[src/rtl/gbhe_pkg.sv]
`timescale 1ns / 1ps
// ----------------------------------------------------------------------------
// GPIB byte handshake engine package
// Shared types and constants for the source and acceptor handshake logic.
// ----------------------------------------------------------------------------
package gbhe_pkg;

    localparam int unsigned TMO_W = 20;
    localparam logic [TMO_W-1:0] TIMEOUT_RESET = 20'd10000;

    // Command codes.
    localparam logic [1:0] CMD_TICK = 2'd0;
    localparam logic [1:0] CMD_SEND = 2'd1;
    localparam logic [1:0] CMD_RECV = 2'd2;

    // Bit positions in the sampled line levels and the drive vector.
    localparam int unsigned L_DAV  = 0;
    localparam int unsigned L_NRFD = 1;
    localparam int unsigned L_NDAC = 2;
    localparam int unsigned L_ATN  = 3;
    localparam int unsigned L_EOI  = 4;
    localparam int unsigned L_IFC  = 5;
    localparam int unsigned L_SRQ  = 6;
    localparam int unsigned L_REN  = 7;

    // Bit positions in the result flags.
    localparam int unsigned F_EOI = 0;
    localparam int unsigned F_ATN = 1;
    localparam int unsigned F_SRQ = 2;
    localparam int unsigned F_REN = 3;
    localparam int unsigned F_PP  = 4;
    localparam int unsigned F_IFC = 5;
    localparam int unsigned F_TMO = 6;

    typedef enum logic [17:0] {
        PH_IDLE              = 18'b000000000000000001,
        PH_TX_START          = 18'b000000000000000010,
        PH_TX_WAIT_READY     = 18'b000000000000000100,
        PH_TX_PUT            = 18'b000000000000001000,
        PH_TX_WAIT_NRFD_HI   = 18'b000000000000010000,
        PH_TX_DAV_LOW        = 18'b000000000000100000,
        PH_TX_WAIT_NDAC_HI   = 18'b000000000001000000,
        PH_TX_DAV_HI         = 18'b000000000010000000,
        PH_TX_WAIT_NDAC_LOW  = 18'b000000000100000000,
        PH_TX_FINISH         = 18'b000000001000000000,
        PH_TX_ERROR          = 18'b000000010000000000,
        PH_RX_START          = 18'b000000100000000000,
        PH_RX_WAIT_DAV_LOW   = 18'b000001000000000000,
        PH_RX_DAV_LOW        = 18'b000010000000000000,
        PH_RX_WAIT_DAV_HI    = 18'b000100000000000000,
        PH_RX_DAV_HI         = 18'b001000000000000000,
        PH_RX_FINISH         = 18'b010000000000000000,
        PH_RX_ERROR          = 18'b100000000000000000
    } gbhe_phase_t;

    typedef struct packed {
        logic [1:0] cmd;
        logic [7:0] tx_byte;
        logic       tx_atn;
        logic       tx_eoi;
        logic [7:0] bus_level;
        logic [7:0] line_levels;
    } gbhe_in_t;

    typedef struct packed {
        logic [4:0] drive_low;
        logic       bus_drive_en;
        logic [7:0] bus_drive_val;
        logic       busy_res;
        logic       done_res;
        logic [7:0] result_byte;
        logic [6:0] result_flags;
    } gbhe_out_t;

    typedef struct packed {
        gbhe_phase_t phase;
        logic [7:0]  held_byte;
        logic [6:0]  held_flags;
        logic [4:0]  line_drive;
        logic        data_en;
        logic [7:0]  data_val;
    } gbhe_state_t;

endpackage

[src/rtl/gbhe_timer.sv]
`timescale 1ns / 1ps
// ----------------------------------------------------------------------------
// GPIB handshake timeout timer
// Down-counter that runs one step per processed tick and is rearmed by the
// handshake logic.
// ----------------------------------------------------------------------------
module gbhe_timer
    import gbhe_pkg::*;
(
    input  logic             aclk,
    input  logic             aresetn,
    input  logic             advance,
    input  logic             arm,
    input  logic [TMO_W-1:0] ticks,
    output logic             expired_now
);

    logic [TMO_W-1:0] count_reg, count_next;
    logic             exp_reg, exp_next;

    // The step sees the count as it stood before the countdown for the current tick.
    assign expired_now = exp_reg | (count_reg == '0);

    always_comb begin
        count_next = count_reg;
        exp_next   = exp_reg;
        if (advance) begin
            if (arm) begin
                count_next = ticks;
                exp_next   = 1'b0;
            end else if (count_reg != '0) begin
                count_next = count_reg - 1'b1;
            end else begin
                exp_next = 1'b1;
            end
        end
    end

    always_ff @(posedge aclk) begin
        if (!aresetn) begin
            count_reg <= '0;
            exp_reg   <= 1'b1;
        end else begin
            count_reg <= count_next;
            exp_reg   <= exp_next;
        end
    end

`ifndef SYNTH
    a_arm_loads : assert property (@(posedge aclk) disable iff (!aresetn)
        advance && arm |=> !exp_reg && count_reg == $past(ticks))
        else $error("timer did not load on arm");

    a_hold_idle : assert property (@(posedge aclk) disable iff (!aresetn)
        !advance |=> $stable(count_reg) && $stable(exp_reg))
        else $error("timer moved without a processed tick");
`endif

endmodule

[src/rtl/gbhe_step.sv]
`timescale 1ns / 1ps
// ----------------------------------------------------------------------------
// GPIB handshake step logic
// Next state and result for one tick of the source or acceptor handshake.
// ----------------------------------------------------------------------------
module gbhe_step
    import gbhe_pkg::*;
(
    input  gbhe_state_t cur,
    input  gbhe_in_t    item,
    input  logic        expired,
    output gbhe_state_t nxt,
    output logic        arm,
    output gbhe_out_t   res
);

    logic [7:0] lv;
    logic [7:0] rx_val;
    logic       done;

    assign lv = item.line_levels;

    always_comb begin
        nxt    = cur;
        arm    = 1'b0;
        done   = 1'b0;
        rx_val = ~item.bus_level;

        if (cur.phase == PH_IDLE) begin
            if (item.cmd == CMD_SEND) begin
                nxt.held_byte  = item.tx_byte;
                nxt.held_flags = '0;
                nxt.held_flags[F_ATN] = item.tx_atn;
                nxt.held_flags[F_EOI] = item.tx_eoi;
                nxt.line_drive = '0;
                nxt.data_en    = 1'b0;
                nxt.data_val   = '0;
                nxt.phase      = PH_TX_START;
            end else if (item.cmd == CMD_RECV) begin
                nxt.held_byte  = '0;
                nxt.held_flags = '0;
                nxt.line_drive = '0;
                nxt.line_drive[L_NDAC] = 1'b1;
                nxt.data_en    = 1'b0;
                nxt.data_val   = '0;
                nxt.phase      = PH_RX_START;
            end
        end else begin
            // Parallel poll shows as ATN and EOI both low.
            if (!lv[L_ATN] && !lv[L_EOI]) begin
                nxt.held_flags[F_PP] = 1'b1;
            end
            if (!lv[L_IFC]) begin
                // Interface clear ends the transaction with the drives as they are.
                nxt.held_flags[F_IFC] = 1'b1;
                done = 1'b1;
            end else begin
                unique case (cur.phase)
                    PH_TX_START: begin
                        if (lv[L_DAV]) begin
                            arm       = 1'b1;
                            nxt.phase = PH_TX_WAIT_READY;
                        end
                    end
                    PH_TX_WAIT_READY: begin
                        if (lv[L_NRFD]) begin
                            if (!lv[L_NDAC]) begin
                                nxt.phase = PH_TX_PUT;
                            end
                        end else if (expired) begin
                            nxt.held_flags[F_TMO] = 1'b1;
                            nxt.phase = PH_TX_ERROR;
                        end
                    end
                    PH_TX_PUT: begin
                        if (cur.held_flags[F_ATN]) begin
                            nxt.line_drive[L_ATN] = 1'b1;
                        end
                        if (cur.held_flags[F_EOI]) begin
                            nxt.line_drive[L_EOI] = 1'b1;
                        end
                        nxt.data_en  = 1'b1;
                        nxt.data_val = ~cur.held_byte;
                        arm          = 1'b1;
                        nxt.phase    = PH_TX_WAIT_NRFD_HI;
                    end
                    PH_TX_WAIT_NRFD_HI: begin
                        if (lv[L_NRFD]) begin
                            arm       = 1'b1;
                            nxt.phase = PH_TX_DAV_LOW;
                        end else if (expired) begin
                            nxt.held_flags[F_TMO] = 1'b1;
                            nxt.phase = PH_TX_ERROR;
                        end
                    end
                    PH_TX_DAV_LOW: begin
                        nxt.line_drive[L_DAV] = 1'b1;
                        arm       = 1'b1;
                        nxt.phase = PH_TX_WAIT_NDAC_HI;
                    end
                    PH_TX_WAIT_NDAC_HI: begin
                        if (lv[L_NDAC]) begin
                            nxt.phase = PH_TX_DAV_HI;
                        end else if (expired) begin
                            nxt.held_flags[F_TMO] = 1'b1;
                            nxt.phase = PH_TX_ERROR;
                        end
                    end
                    PH_TX_DAV_HI: begin
                        nxt.line_drive[L_DAV] = 1'b0;
                        nxt.line_drive[L_ATN] = 1'b0;
                        nxt.line_drive[L_EOI] = 1'b0;
                        nxt.data_en  = 1'b0;
                        nxt.data_val = '0;
                        arm          = 1'b1;
                        nxt.phase    = PH_TX_WAIT_NDAC_LOW;
                    end
                    PH_TX_WAIT_NDAC_LOW: begin
                        if (!lv[L_NDAC]) begin
                            nxt.phase = PH_TX_FINISH;
                        end else begin
                            // After the last data byte, hold off the listeners.
                            if (!cur.held_flags[F_ATN] && cur.held_flags[F_EOI]) begin
                                nxt.line_drive[L_NRFD] = 1'b1;
                            end
                            if (expired) begin
                                nxt.held_flags[F_TMO] = 1'b1;
                                nxt.phase = PH_TX_ERROR;
                            end
                        end
                    end
                    PH_TX_FINISH: begin
                        done = 1'b1;
                    end
                    PH_TX_ERROR: begin
                        nxt.line_drive[L_DAV]  = 1'b0;
                        nxt.line_drive[L_ATN]  = 1'b0;
                        nxt.line_drive[L_EOI]  = 1'b0;
                        nxt.line_drive[L_NRFD] = 1'b1;
                        nxt.data_en  = 1'b0;
                        nxt.data_val = '0;
                        done = 1'b1;
                    end
                    PH_RX_START: begin
                        nxt.line_drive[L_NRFD] = 1'b0;
                        nxt.phase = PH_RX_WAIT_DAV_LOW;
                    end
                    PH_RX_WAIT_DAV_LOW: begin
                        if (!lv[L_DAV]) begin
                            nxt.phase = PH_RX_DAV_LOW;
                        end
                    end
                    PH_RX_DAV_LOW: begin
                        // Commands carry seven bits; bit 7 is stripped under ATN.
                        if (!lv[L_ATN]) begin
                            rx_val[7] = 1'b0;
                        end
                        nxt.held_byte = cur.held_byte | rx_val;
                        nxt.held_flags[F_EOI] = cur.held_flags[F_EOI] | !lv[L_EOI];
                        nxt.held_flags[F_ATN] = cur.held_flags[F_ATN] | !lv[L_ATN];
                        nxt.held_flags[F_SRQ] = cur.held_flags[F_SRQ] | !lv[L_SRQ];
                        nxt.held_flags[F_REN] = cur.held_flags[F_REN] | !lv[L_REN];
                        nxt.line_drive[L_NRFD] = 1'b1;
                        nxt.line_drive[L_NDAC] = 1'b0;
                        arm       = 1'b1;
                        nxt.phase = PH_RX_WAIT_DAV_HI;
                    end
                    PH_RX_WAIT_DAV_HI: begin
                        if (expired) begin
                            nxt.held_flags[F_TMO] = 1'b1;
                            nxt.phase = PH_RX_ERROR;
                        end else if (lv[L_DAV]) begin
                            nxt.phase = PH_RX_DAV_HI;
                        end
                    end
                    PH_RX_DAV_HI: begin
                        nxt.line_drive[L_NDAC] = 1'b1;
                        nxt.phase = PH_RX_FINISH;
                    end
                    PH_RX_FINISH: begin
                        nxt.line_drive[L_NDAC] = 1'b1;
                        done = 1'b1;
                    end
                    PH_RX_ERROR: begin
                        nxt.line_drive[L_NDAC] = 1'b1;
                        nxt.line_drive[L_NRFD] = 1'b1;
                        done = 1'b1;
                    end
                    default: begin
                        done = 1'b1;
                    end
                endcase
            end
            if (done) begin
                nxt.phase = PH_IDLE;
            end
        end
    end

    always_comb begin
        res.drive_low     = nxt.line_drive;
        res.bus_drive_en  = nxt.data_en;
        res.bus_drive_val = nxt.data_val;
        res.busy_res      = (nxt.phase != PH_IDLE);
        res.done_res      = done;
        res.result_byte   = done ? nxt.held_byte : 8'h00;
        res.result_flags  = done ? nxt.held_flags : 7'h00;
    end

endmodule

[src/rtl/gpib_byte_handshake_engine_top.sv]
`timescale 1ns / 1ps
// ----------------------------------------------------------------------------
// GPIB byte handshake engine
// IEEE-488 three-wire source and acceptor handshake, one timer tick per
// transaction on the input channel.
// ----------------------------------------------------------------------------
// Usage:
//   Each input transaction (s_valid/s_ready, payload s_item) is one timer tick
//   with the sampled bus lines and an optional send or receive command. Each
//   tick yields exactly one result transaction (m_valid/m_ready, payload
//   m_item) with the line drives, busy and done status, and on completion the
//   transferred byte and its flags.
//   A tick is taken into an input register, stepped through the handshake
//   logic and held in the result register, from which the result is presented.
//   Throughput is one tick per cycle while the receiver does not stall; the
//   handshake state and timer registers are the only loops.
//   The user must write the timeout limit through cfg_we/cfg_wdata only while
//   no tick is in flight, unenforced by the block; it resets to 10000 ticks.
//   Reset idles the handshake, pulls NRFD and NDAC low and floats the data
//   lines. When the receiver stalls, the result register holds and the input
//   register fills, after which s_ready drops until results drain.
// ----------------------------------------------------------------------------
module gpib_byte_handshake_engine_top
    import gbhe_pkg::*;
(
    input  logic             aclk,
    input  logic             aresetn,
    input  logic             cfg_we,
    input  logic [TMO_W-1:0] cfg_wdata,
    input  logic             s_valid,
    output logic             s_ready,
    input  gbhe_in_t         s_item,
    output logic             m_valid,
    input  logic             m_ready,
    output gbhe_out_t        m_item
);

    logic [TMO_W-1:0] timeout_ticks_reg;
    logic             in_valid_reg;
    gbhe_in_t         in_item_reg;
    logic             out_valid_reg;
    gbhe_out_t        out_item_reg;
    gbhe_state_t      state_reg, state_next;
    gbhe_out_t        step_res;
    logic             step_arm;
    logic             expired_now;
    logic             advance;

    assign advance = in_valid_reg && (!out_valid_reg || m_ready);
    assign s_ready = !in_valid_reg || advance;
    assign m_valid = out_valid_reg;
    assign m_item  = out_item_reg;

    gbhe_timer u_timer (
        .aclk        (aclk),
        .aresetn     (aresetn),
        .advance     (advance),
        .arm         (step_arm),
        .ticks       (timeout_ticks_reg),
        .expired_now (expired_now)
    );

    gbhe_step u_step (
        .cur     (state_reg),
        .item    (in_item_reg),
        .expired (expired_now),
        .nxt     (state_next),
        .arm     (step_arm),
        .res     (step_res)
    );

    always_ff @(posedge aclk) begin
        if (!aresetn) begin
            timeout_ticks_reg <= TIMEOUT_RESET;
        end else if (cfg_we) begin
            timeout_ticks_reg <= cfg_wdata;
        end
    end

    always_ff @(posedge aclk) begin
        if (!aresetn) begin
            in_valid_reg <= 1'b0;
        end else if (s_valid && s_ready) begin
            in_valid_reg <= 1'b1;
        end else if (advance) begin
            in_valid_reg <= 1'b0;
        end
    end

    always_ff @(posedge aclk) begin
        if (s_valid && s_ready) begin
            in_item_reg <= s_item;
        end
    end

    always_ff @(posedge aclk) begin
        if (!aresetn) begin
            out_valid_reg <= 1'b0;
        end else if (advance) begin
            out_valid_reg <= 1'b1;
        end else if (m_ready) begin
            out_valid_reg <= 1'b0;
        end
    end

    always_ff @(posedge aclk) begin
        if (advance) begin
            out_item_reg <= step_res;
        end
    end

    always_ff @(posedge aclk) begin
        if (!aresetn) begin
            state_reg.phase      <= PH_IDLE;
            state_reg.held_byte  <= '0;
            state_reg.held_flags <= '0;
            state_reg.line_drive <= 5'b00110;
            state_reg.data_en    <= 1'b0;
            state_reg.data_val   <= '0;
        end else if (advance) begin
            state_reg <= state_next;
        end
    end

`ifndef SYNTH
    a_done_not_busy : assert property (@(posedge aclk) disable iff (!aresetn)
        out_valid_reg && out_item_reg.done_res |-> !out_item_reg.busy_res)
        else $error("completed transaction still reports busy");

    a_result_zero : assert property (@(posedge aclk) disable iff (!aresetn)
        out_valid_reg && !out_item_reg.done_res |->
            out_item_reg.result_byte == 8'h00 && out_item_reg.result_flags == 7'h00)
        else $error("result fields set without completion");

    a_stall_full : assert property (@(posedge aclk) disable iff (!aresetn)
        !s_ready |-> in_valid_reg && out_valid_reg && !m_ready)
        else $error("input stalled while a stage was free");
`endif

endmodule
[config.mk]
export PLATFORM = sky130hd
export DESIGN_NAME = gpib_byte_handshake_engine_top
export DESIGN_NICKNAME = d
export VERILOG_FILES = /design/src/rtl/gbhe_pkg.sv /design/src/rtl/gbhe_timer.sv /design/src/rtl/gbhe_step.sv /design/src/rtl/gpib_byte_handshake_engine_top.sv
export SDC_FILE = /design/constraint.sdc
export NUM_CORES = 1
export LEC_CHECK = 0
export BUFFER_PORTS_ARGS = -buffer_cell sky130_fd_sc_hd__buf_4
export CORE_ASPECT_RATIO = 1.25
export CORE_MARGIN = 1.5
export CORE_UTILIZATION = 53
export DETAILED_ROUTE_END_ITERATION = 16
export PLACE_DENSITY = 0.77
export SLEW_MARGIN = 20
export SYNTH_ARGS = -nofsm -noshare
export SYNTH_HDL_FRONTEND = slang
export SYNTH_SLANG_ARGS = --single-unit
[constraint.sdc]
create_clock -name aclk -period 2.49 [get_ports aclk]
set_input_delay 0.249 -clock aclk [delete_from_list [all_inputs] [get_ports aclk]]
set_output_delay 0.249 -clock aclk [all_outputs]
set_load 0.005 [all_outputs]
======== Yosys cells after proc, flatten, opt, wreduce, memory -nomap -nowiden ========
Cells that the tools add are included.
word-level totals
  output and inout port bits .............. 33
  bits of input ports ..................... 53
  RAM bits ................................ 0
  memories kept ........................... 0
  register bits after elaboration ......... 149
  latch bits .............................. 0
  memory bits (read-only) ................. 0
  word-level logic and storage cells ...... 136
cells by class
  $lt $le $gt $ge ......................... 0
  div/mod/pow operators ................... 0
  bitwise operators ....................... 8
  reduce and logical (&&, ||, !) cells .... 26
  eq/ne operators ......................... 21
  add/subtract/negate cells ............... 1
  shifts and indexed selects .............. 0
  mux-type cells .......................... 56
  multipliers ............................. 0
operators by type and width
  operator                                               number
  one-hot mux 18 bit (13 select lines)                   1
  two-way mux 18 bit                                     12
  two-way mux 47 bit                                     3
  two-way mux 20 bit                                     2
  two-way mux 1 bit                                      28
  two-way mux 27 bit                                     1
  logical NOT 20 bit                                     1
  nonzero test 20 bit                                    1
  subtractor 20 x 1 -> 20 bit, second input constant     1
  equality test 18 x 1 -> 1 bit, second input constant   1
  equality test 18 x 11 -> 1 bit, second input constant  1
  equality test 18 x 12 -> 1 bit, second input constant  1
  equality test 18 x 13 -> 1 bit, second input constant  1
  equality test 18 x 14 -> 1 bit, second input constant  1
  equality test 18 x 15 -> 1 bit, second input constant  1
  equality test 18 x 16 -> 1 bit, second input constant  1
  equality test 18 x 17 -> 1 bit, second input constant  1
  equality test 18 bit, second input constant            1
  equality test 18 x 2 -> 1 bit, second input constant   1
  equality test 18 x 3 -> 1 bit, second input constant   1
  equality test 18 x 4 -> 1 bit, second input constant   1
  equality test 18 x 5 -> 1 bit, second input constant   1
  equality test 18 x 6 -> 1 bit, second input constant   1
  equality test 18 x 7 -> 1 bit, second input constant   1
  25 further kinds                                       47

======== Longest topological paths before layout ========
  depth in word-level cells ............... 11
  depth in mapped cells ................... 11
  gate-level depth less buffers ........... 9

======== Modules after synthesis ========
Synthesis repeated with hierarchy kept, for this count alone.
unflattened totals
  cell total of the unflattened synthesis .. 769
  area, all modules ....................... 7583.5 um^2
modules (own cells, without submodules)
  module                          area an instance (um^2)  cells an instance  sequential area each (um^2)  instances
  gpib_byte_handshake_engine_top  4516.8                   337                3153.0                       1
  gbhe_step                       1680.4                   242                0.0                          1
  gbhe_timer                      1386.3                   190                420.4                        1

======== Worst setup path before layout ========
OpenSTA, ideal clock, no wires.
  path kind ............................... register to register
  from .................................... register state_reg[37] (netlist bit)
  to ...................................... register out_item_reg, in the netlist m_item[26] (data pin)
  arrival time ............................ 2.480 ns
  data required time ...................... 2.234 ns
  buffers on the path ..................... 3
  cell stages (with the launch flop) ...... 10
  slack ................................... -0.247 ns
  period minus slack after synthesis ...... 2.737 ns
  library setup time ...................... 0.256 ns
  path through ............................ dfxtp_1 -> buf_6 -> or4_4 -> or4_4 -> buf_6 -> nor2_1 -> nand2_2 -> and2_1 -> buf_2 -> a22o_1
RTL lines
  what                    line                                   source
  start, declared         gpib_byte_handshake_engine_top.sv:43   gbhe_state_t state_reg, state_next;
  start signal, assigned  gpib_byte_handshake_engine_top.sv:121  state_reg <= state_next;
  end signal, assigned    gpib_byte_handshake_engine_top.sv:108  out_item_reg <= step_res;
  end, declared           gpib_byte_handshake_engine_top.sv:42   gbhe_out_t out_item_reg;

======== Worst setup path after layout ========
  from .................................... register state_reg[38] (netlist bit)
  to ...................................... register u_timer.count_reg[18]
on the way
  word-level cells in the longest chain between the ends .. 7
  elaborated cells between the ends (all ways) .. 14
  classes of those cells .................. eq/ne (7); mux (4); reduce/logical (3)
RTL lines
  what                                                   line              source
  equality test 18 x 4 -> 1 bit (tied with other cells)  gbhe_step.sv:58   unique case (cur.phase)
  OR reduction 4 bit (no source line)                    --
  one-hot mux 1 bit (3 select lines)                     gbhe_step.sv:58
  two-way mux 1 bit                                      gbhe_step.sv:53   if (!lv[L_IFC]) begin
  two-way mux 1 bit (*)                                  gbhe_step.sv:29   if (cur.phase == PH_IDLE) begin
  nonzero test 2 bit (no source line)                    --
  AND reduction 2 bit (no source line)                   --
  end signal, assigned                                   gbhe_timer.sv:44  count_reg <= count_next;
  end, declared                                          gbhe_timer.sv:18  logic [TMO_W-1:0] count_reg, count_next;
Every way passes the cells marked *; elsewhere a longest branch is shown, timed or not.
A chain may end at the register's enable or synchronous reset.

==> impl_results.rst <==
.. list-table::
   :header-rows: 1

   * - Metric
     - Value
   * - Combined flip-flop and latch cell area
     - 0.00358 mm²
   * - Post-synthesis net count
     - 815
   * - Minimum period implied by the final worst setup slack
     - 2700 ps
   * - DRC violations left
     - 0
   * - Leakage power summed over all cells
     - 4.05 nW
   * - Sequential fraction of the synthesis area
     - 50.8%
   * - Residual overflow from global routing
     - 0
   * - Parity-gate share of the synthesized area counting xor and xnor cells
     - 0.622%
   * - Clock buffer count from CTS
     - 17
   * - Util after Layout
     - 79.6%
   * - Detailed-route wire length
     - 24.2 mm
   * - Ratio of cells with drive above 1 in the final layout
     - 37.2%
   * - Top cell family by delay on the critical path
     - simple AND/OR/NAND/NOR gates
   * - Maximum level of the CTS H-tree
     - 4
   * - Setup slack of the worst register-to-register path
     - -210 ps
   * - Total inserted antenna cells
     - 0
   * - Summed negative setup slack over all endpoints
     - -4860 ps
   * - Area of all placed cells without fillers
     - 0.0102 mm²
   * - Worst hold slack
     - 16.5 ps
   * - GR met1 Demand/Resource
     - 37.9%
   * - Final Skew
     - 11.6 ps
   * - Clock slew seen by the registers of the worst setup and hold paths
     - 70 ps
   * - Initial cell density of the core
     - 54.9%
   * - FILL cells
     - 795
   * - Critical Path AT
     - 3050 ps
   * - Main synth FF type
     - dfxtp_1
   * - Switch share
     - 36.7%
   * - Final layout net count
     - 1,028
   * - End point of the worst hold path
     - in_item_reg[9]
   * - Slowest stage cell, crit path
     - or4_4
   * - Synthesized-area fraction occupied by and/or/nand/nor cells
     - 22.6%
   * - RD Place Congestion
     - 0.983
   * - Avg WL per Cell
     - 20.9 µm
   * - Worst reg2reg path endpoint
     - u_timer.count_reg[18]
   * - GR Util All Layers
     - 32.8%
   * - Vertical die dimension
     - 132 µm
   * - Max reg flops
     - 47
   * - Drt first-iter violations
     - 559
   * - Setup repair after global routing missed its margin
     - true
   * - Start point of the worst hold path
     - s_item[9]
   * - Peak VDD IR
     - 807 µV
   * - Remaining antenna violation count
     - 0
   * - Sequential Power Share
     - 33.9%
   * - Clock network latency to the later pin of the worst-skew pair
     - 430 ps
   * - Cell depth of the worst flop-to-flop path
     - 9
   * - Internal power
     - 5.68 mW
   * - Core area
     - 0.0128 mm²
   * - Outcome
     - finished with violations
   * - Max incr delay on CP
     - 590 ps
   * - Final hold violation count
     - 0
   * - Area of combinational cells with multiple inputs
     - 0.00374 mm²
   * - Net Sw Power
     - 3.29 mW
   * - Crit-path cells
     - or4_4 > or4_4 > or2_4 > a41oi_4 > buf_6 > buf_6 > a21o_1 > o211ai_1 > a21oi_1
   * - GRT met2 Usage
     - 59.0%
   * - Final worst setup slack
     - -212 ps
   * - Root buffer selected by CTS
     - clkbuf_16
   * - Placed wire-length estimate after detailed placement
     - 15.9 mm
   * - Kind of critical path
     - register to register
   * - Area delta synth->final
     - 45.2%
   * - Violations in the final reports
     - setup timing
   * - Mux contribution to synthesized area
     - 2.99%
   * - Number of storage elements in the synthesis netlist
     - 149
   * - Combined area of all synthesized cells
     - 0.00704 mm²
   * - Instance area after placement
     - 0.00859 mm²
   * - Final Power
     - 8.96 mW
   * - Adder-Cell Fraction of Synth Area
     - 0.178%
   * - I/O pin count
     - 86
   * - Vias per std cell
     - 6.17
   * - Type of the worst min-delay path
     - input pin to register
   * - Horizontal die dimension
     - 106 µm
   * - Synth Area in Compound Gates
     - 18.0%
   * - Maximum root-to-sink buffer count
     - 2
   * - Post-placement worst setup slack
     - -287 ps
   * - Die Outline Area
     - 0.0140 mm²
   * - Highest attainable clock frequency
     - 370 MHz
   * - Maximum capacitance violations
     - 0
   * - Part of the total power dissipated in combinational logic
     - 37.0%
   * - Reg-to-reg critical path startpoint
     - state_reg[38]
   * - Worst max-slew margin expressed relative to the limit
     - 45.6%
   * - GR peak layer
     - met2
   * - Number of synthesized flops with an enable pin
     - 59
   * - Number of sinks handled by clock tree synthesis
     - 149
   * - Final Max Slew Viols
     - 0
   * - Largest net degree at the start of global routing
     - 70
   * - First-pass iteration count of the detailed router
     - 7
   * - Number of cells traversed by the worst hold path
     - 1
   * - CP Launch Type
     - register
   * - Number of distinct standard cells referenced by the synthesized netlist
     - 72
   * - Site row count
     - 46
   * - Total number of vias
     - 7,123
   * - Async S/R FF share, synth
     - 0%
   * - Maximum fanout along the worst path
     - 6
   * - Total power density per cell area
     - 877 mW/mm²
   * - Number of global-route vias before repair
     - 6,936
   * - Crit path required time
     - 2830 ps
   * - Yosys synthesis warning count
     - 0
   * - Endpoints failing setup
     - 64
   * - Post-Synthesis Cells
     - 761
   * - Count of port buffers added during placement
     - 85
   * - Post-route non-filler standard cell count
     - 1,155
   * - Capturing element type of the critical path
     - register
   * - Combined buffer and inverter count along the critical path
     - 2
   * - Number of antenna violations at the first check in global routing
     - 0
   * - CTS tree
     - built
   * - Critical path launch point
     - state_reg[38]
   * - Number of placed instances with taps included
     - 1,079
   * - Clk network pwr share
     - 29.2%
   * - Transition time of the tightest slew-check pin
     - 805 ps
   * - Global-route wire length before repair
     - 35.5 mm
   * - Combinational family with the most area after synthesis
     - simple AND/OR/NAND/NOR gates
   * - Met3 track utilization from global routing
     - 4.65%
   * - Crit share post-route
     - 109%
   * - Syn avg cell area
     - 9.25 µm²
==> Yosys cell counts (all sizes together), types with 2 or more instances <==
| cell | count | area, µm² |
|---|---|---|
| a211oi | 4 | 30.0 |
| a21oi | 54 | 274 |
| a31o | 3 | 26.3 |
| a31oi | 18 | 113 |
| a32oi | 2 | 17.5 |
| a41o | 2 | 20.0 |
| a41oi | 6 | 78.8 |
| and2 | 4 | 25.0 |
| and3 | 3 | 18.8 |
| buf | 19 | 150 |
| clkbuf | 29 | 109 |
| dfxtp | 90 | 1800 |
| edfxtp | 59 | 1770 |
| inv | 21 | 78.8 |
| mux2i | 21 | 210 |
| nand2 | 71 | 279 |
| nand2b | 8 | 50.1 |
| nand3 | 20 | 100 |
| nand3b | 4 | 30.0 |
| nand4 | 11 | 68.8 |
| nor2 | 108 | 410 |
| nor2b | 2 | 12.5 |
| nor3 | 22 | 110 |
| nor3b | 3 | 22.5 |
| nor4 | 18 | 138 |
| nor4b | 7 | 61.3 |
| o211ai | 4 | 35.0 |
| o21a | 3 | 22.5 |
| o21ai | 61 | 309 |
| o22a | 8 | 70.1 |
| o22ai | 8 | 50.1 |
| o31ai | 11 | 82.6 |
| o41ai | 3 | 26.3 |
| or2 | 7 | 43.8 |
| or3 | 13 | 81.3 |
| or4 | 9 | 75.1 |
| or4b | 2 | 20.0 |
| xnor2 | 2 | 17.5 |
| xor2 | 3 | 26.3 |
==> cells by family after synthesis <==
| logic type | count (synthesis) |
|---|---|
| flops | 149 |
| compound gates | 198 |
| buf+inv | 70 |
| fa+ha+maj | 1 |
| xor+xnor | 5 |
| simple gates | 317 |
| mux | 21 |
==> worst max-delay path by stage <==
stage	endpoint	slack, ps	depth (start not counted)
after CTS	state_reg[43]	-150	6
after detailed placement	u_timer.count_reg[9]	-290	8
after floorplan	u_timer.count_reg[14]	-90	9
after global placement	u_timer.count_reg[9]	-240	8
after global routing	u_timer.count_reg[18]	-280	9
final	u_timer.count_reg[18]	-210	9
==> area by class of cell <==
cell class                 count  area share [%]
sequential                   149            35.0
tap                          168            2.06
clock inverter                15            1.80
timing repair buffer         238            19.6
multi-input combinational    546            36.6
inverter                      22           0.808
clock buffer                  17            4.16
==> power groups by stage <==
stage	Sequential (mW)	Combinational [mW]	Clock (mW)
after floorplan	2.99	1.60	0
after global placement	3.03	2.53	0
after detailed placement	3.05	2.64	0
after CTS	3.00	2.82	2.63
after global routing	3.05	3.53	2.72
final	3.04	3.32	2.61
==> routing by layer <==
| metal | up-vias | part of all wire, % |
|---|---|---|
| met5 | - | 0 |
| met4 | 0 | 5.1 |
| met3 | 108 | 7.5 |
| met2 | 409 | 52 |
| met1 | 3379 | 36 |
| li1 | 3227 | - |
==> what timing repair did <==
action                     CTS  global route
cloned                       1             7
hold buffers                20             0
resized for setup           42           112
pin swaps                   10            39
setup buffers                4            12
hold endpoints to repair    20             0
setup endpoints to repair   87            80
==> layout by cell type, fill, tap and decap left out, drive strengths merged, types with 8 or more instances in the layout <==
master         n
or4           10
dfxtp         90
buf          216
nand2b         8
mux2i         21
a31oi         18
a21oi         54
clkbuf        19
nor3          22
nand4         11
nor4          18
nand2         72
o31ai         11
o21ai         61
edfxtp        59
dlygate4sd3   20
nor2         109
or3           13
o22ai          8
nand3         20
inv           28
o22a           8
No activity file was read; power rests on OpenSTA's default activity.
